### src/design/chacha_pkg.sv
`timescale 1ns / 1ps
// ----------------------------------------------------------------------------
// ChaCha20 package
// Shared types, constants and the quarter-round function.
// ----------------------------------------------------------------------------
package chacha_pkg;

	localparam int DoubleRoundsDefault = 10;

	localparam logic [31:0] Sigma0 = 32'h61707865;
	localparam logic [31:0] Sigma1 = 32'h3320646e;
	localparam logic [31:0] Sigma2 = 32'h79622d32;
	localparam logic [31:0] Sigma3 = 32'h6b206574;

	localparam logic [2:0] RegKeyA     = 3'd0;
	localparam logic [2:0] RegKeyB     = 3'd1;
	localparam logic [2:0] RegKeyC     = 3'd2;
	localparam logic [2:0] RegKeyD     = 3'd3;
	localparam logic [2:0] RegNonceLo  = 3'd4;
	localparam logic [2:0] RegNonceHi  = 3'd5;
	localparam logic [2:0] RegInitCtr  = 3'd6;

	typedef logic [15:0][31:0] cc_state_t;

	// request carried from the front to the back
	typedef struct packed {
		logic [63:0] data;
		logic [3:0]  count;
		logic        first;
	} cc_req_t;

	function automatic logic [31:0] rotl(input logic [31:0] v, input int n);
		rotl = (v << n) | (v >> (32 - n));
	endfunction

	function automatic logic [127:0] qround(input logic [31:0] a, input logic [31:0] b,
			input logic [31:0] c, input logic [31:0] d);
		logic [31:0] ta, tb, tc, td;
		ta = a + b; td = rotl(d ^ ta, 16);
		tc = c + td; tb = rotl(b ^ tc, 12);
		ta = ta + tb; td = rotl(td ^ ta, 8);
		tc = tc + td; tb = rotl(tb ^ tc, 7);
		qround = {ta, tb, tc, td};
	endfunction

endpackage

### src/design/chacha_front.sv
`timescale 1ns / 1ps
// ----------------------------------------------------------------------------
// ChaCha20 front
// Two-entry request queue between the input channel and the back end.
// ----------------------------------------------------------------------------
module chacha_front (
	input  logic              clk,
	input  logic              arst_n,
	input  logic              in_valid,
	output logic              in_ready,
	input  logic [63:0]       data_word,
	input  logic [3:0]        valid_bytes,
	input  logic              first,
	output logic              req_valid,
	input  logic              req_ready,
	output chacha_pkg::cc_req_t req
);
	import chacha_pkg::*;

	cc_req_t    mem_q [2];
	logic       wptr_q, rptr_q;
	logic [1:0] cnt_q;
	logic       push, pop;

	assign in_ready  = (cnt_q != 2'd2);
	assign req_valid = (cnt_q != 2'd0);
	assign req       = mem_q[rptr_q];
	assign push      = in_valid && in_ready;
	assign pop       = req_valid && req_ready;

	always_ff @(posedge clk) begin
		if (push) begin
			mem_q[wptr_q] <= '{data: data_word, count: valid_bytes, first: first};
		end
	end

	always_ff @(posedge clk or negedge arst_n) begin
		if (!arst_n) begin
			wptr_q <= 1'b0;
			rptr_q <= 1'b0;
			cnt_q  <= 2'd0;
		end else begin
			if (push) wptr_q <= ~wptr_q;
			if (pop)  rptr_q <= ~rptr_q;
			cnt_q <= cnt_q + {1'b0, push} - {1'b0, pop};
		end
	end

endmodule

### config.mk
export PLATFORM = sky130hd
export DESIGN_NAME = chacha_front
export DESIGN_NICKNAME = d
export VERILOG_FILES = /design/src/design/chacha_pkg.sv /design/src/design/chacha_front.sv
export SDC_FILE = /design/constraint.sdc
export NUM_CORES = 1
export LEC_CHECK = 0
export BUFFER_PORTS_ARGS = -buffer_cell sky130_fd_sc_hd__buf_2
export CORE_MARGIN = 2
export CORE_UTILIZATION = 50
export CTS_CLUSTER_SIZE = 16
export DETAILED_ROUTE_END_ITERATION = 16
export GPL_TIMING_DRIVEN = 0
export HOLD_SLACK_MARGIN = 0.15
export PLACE_DENSITY_LB_ADDON = 0.12
export SLEW_MARGIN = 10
export SYNTH_ARGS = -nofsm -noshare
export SYNTH_HDL_FRONTEND = slang
export SYNTH_SLANG_ARGS = --single-unit
### constraint.sdc
create_clock -name clk -period 5.3 [get_ports clk]
set_input_delay 1.06 -clock clk [delete_from_list [all_inputs] [get_ports clk]]
set_output_delay 1.06 -clock clk [all_outputs]
set_load 0.05 [all_outputs]
==> results by group <==
Run status
  • Status: finished, final reports clean

Placed design
  • Port bufs: 143
  • Placement-stage cell area: 6500 µm²
  • RePlAce Congestion: 0.630
  • Detail Placement HPWL: 5.95 mm

Clock tree
  • Clk slew on worst S/H paths: 0.06 ns
  • H-tree level count: 4
  • Post-CTS setup-driven buffer insertion count: 0
  • Max Root-Sink Buffers: 2
  • Worst skew pair latency: 0.52 ns
  • Post-cts resize count: 0
  • CTS tree: yes
  • # clock sinks: 142
  • CTS buffer count: 17
  • Hold Buf Count CTS: 0
  • CTS root buffer: clkbuf_8

Yosys
  • Syn Inst Count: 232
  • FF+latch count, synth: 142
  • Seq/Total Area, Yosys: 0.767
  • Yosys warnings: 0
  • Synthesized area per cell: 23.8 µm²
  • Syn_nets: 307
  • Post-synthesis cell area: 5530 µm²
  • Yosys cell types: 15

Worst setup path
  • Critical path type: reg -> out
  • CP max FO: 10
  • Worst Setup End Kind: primary output
  • Crit path required time: 4.24 ns
  • Arrival @ worst endpoint: 1.77 ns
  • CP Launch Type: register

Route
  • Vias: 2,653
  • 1st-pass router iterations: 4
  • Antenna viol nets, final: 0
  • Via density per instance: 4.82
  • 1st-iter DRT viols: 119
  • Wirelength per Cell: 16.2 µm
  • Final WL: 8.93 mm
  • DR DRC count: 0

Flow run
  • Max cap viols: 0

GRT
  • Pin count of the biggest net entering global routing: 58
  • Grt ovf: 0
  • Global-route wire length before repair: 13.5 mm
  • Vias in the first global route: 2,825
  • Total GRT Usage: 0.158
  • Antenna violations before repair: 0

Timing
  • Final setup viols: 0
  • Final min period: 2.83 ns
  • Peak Freq: 354 MHz
  • Slew of the pin with the lowest slew margin: 0.619 ns
  • Clock Skew: 0.00319 ns
  • Setup_tns: 0 ns
  • Final Slew Violations: 0
  • Unrepaired setup endpoints after global routing: no
  • Worst relative slew slack: 0.587
  • Fin crit share: 0.533
  • Final Hold Vio Count: 0

Power
  • Tot Pwr: 4850 µW
  • Worst IR drop on VDD: 0.347 mV
  • Leak: 0.00288 µW
  • Power Density: 686 nW/µm²

Floorplanning
  • Num rows: 38
  • Die Y: 109 µm
  • Chip width: 109 µm
  • Die area: 11,900 µm²
  • Core area: 10,800 µm²
  • # IOs: 144
  • Initial Util: 0.512

Layout
  • Design area: 7070 µm²
  • Layout net count: 472
  • Inserted Diodes: 0
  • Layout cells sized above 1: 0.622
  • Area Growth Syn to Fin: 27.9%

Worst hold path
  • Worst hold path type: in -> async
kinds of logic (layout without fill, tap and decap cells):
group,Yosys count,after routing,share of synthesized area
fa+ha+maj,2,2,0.00452
mux,69,69,0.187
flops,142,142,0.767
simple gates,6,6,0.00634
buf+inv,9,187,0.0281
xor+xnor,4,4,0.00634
cell usage after synthesis:
cell        n  share of area
ha_1        2         0.0045
dfrtp_1     4          0.018
and3_1      1         0.0011
nor2_1      1        0.00068
and2_4      1         0.0016
buf_6       1         0.0020
xor2_1      1         0.0016
nand2b_1    1         0.0011
edfxtp_1  138           0.75
or2_1       1         0.0011
nand2_1     1        0.00068
mux2_4     69           0.19
inv_1       1        0.00068
xnor2_1     3         0.0048
buf_12      7          0.025
flip-flops by register name (all words and copies together) (netlist names):
register / flops
rptr_q: 1
cnt_q: 2
mem_q: 138
wptr_q: 1
report_power, final:
| part | total, µW | switching (µW) | internal (µW) |
|---|---|---|---|
| Sequential | 1600 | 63.6 | 1540 |
| Combinational | 2120 | 1380 | 746 |
| Clock | 1130 | 419 | 709 |
final timing paths:
path | start | to | slack, ns | depth (start not counted)
max in group asynchronous | arst_n | rptr_q | 4.85 | 1
min in group clk | cnt_q[0] | cnt_q[0] | 0.51 | 1
worst max-delay path | rptr_q | req[5] | 2.47 | 4
worst max register to register | cnt_q[1] | mem_q[0][26] | 3.31 | 5
worst min-delay path | arst_n | cnt_q[0] | 0.33 | 1
worst min register to register | cnt_q[0] | cnt_q[0] | 0.51 | 1
critical path: stages, from the launching register on:
cell,delay [ns]
dfrtp_1,0.34
buf_6,0.21
buf_12,0.18
mux2_4,0.30
buf_2,0.22
layer usage:
layer  part of all wire  up-vias  GRT usage
met2               0.50      106      0.264
met1               0.39     1277      0.174
li1                   -     1257          -
met4              0.016        0     0.0759
met5                  0        -          0
met3              0.090       13     0.0693
area by class of cell:
cell class | instances | area (µm²)
timing repair buffer | 146 | 783
buffer | 8 | 151
clock buffer | 19 | 422
multi-input combinational | 81 | 1140
clock inverter | 13 | 148
inverter | 1 | 3.75
tap | 140 | 175
fill | 784 | 3720
sequential | 142 | 4240
metrics by stage:
stage	std cells	util	worst slack, ns	hold WS (ns)
2_1_floorplan	232	-	0.742	0.461
3_3_place_gp	515	0.595	-0.995	0.486
3_5_place_dp	518	0.602	2.65	0.504
4_1_cts	550	0.655	2.44	0.311
5_1_grt	550	0.655	2.40	0.313
6_report	550	0.655	2.47	0.334
layout by cell type, fill, tap and decap left out, drive strengths merged:
| master | n |
|---|---|
| nand2 | 1 |
| xnor2 | 3 |
| clkbuf | 19 |
| nand2b | 1 |
| mux2 | 69 |
| and3 | 1 |
| clkinvlp | 2 |
| or2 | 1 |
| xor2 | 1 |
| buf | 154 |
| nor2 | 1 |
| ha | 2 |
| inv | 1 |
| clkinv | 8 |
| and2 | 1 |
| bufinv | 3 |
| edfxtp | 138 |
| dfrtp | 4 |
No activity file was read; power rests on OpenSTA's default activity.
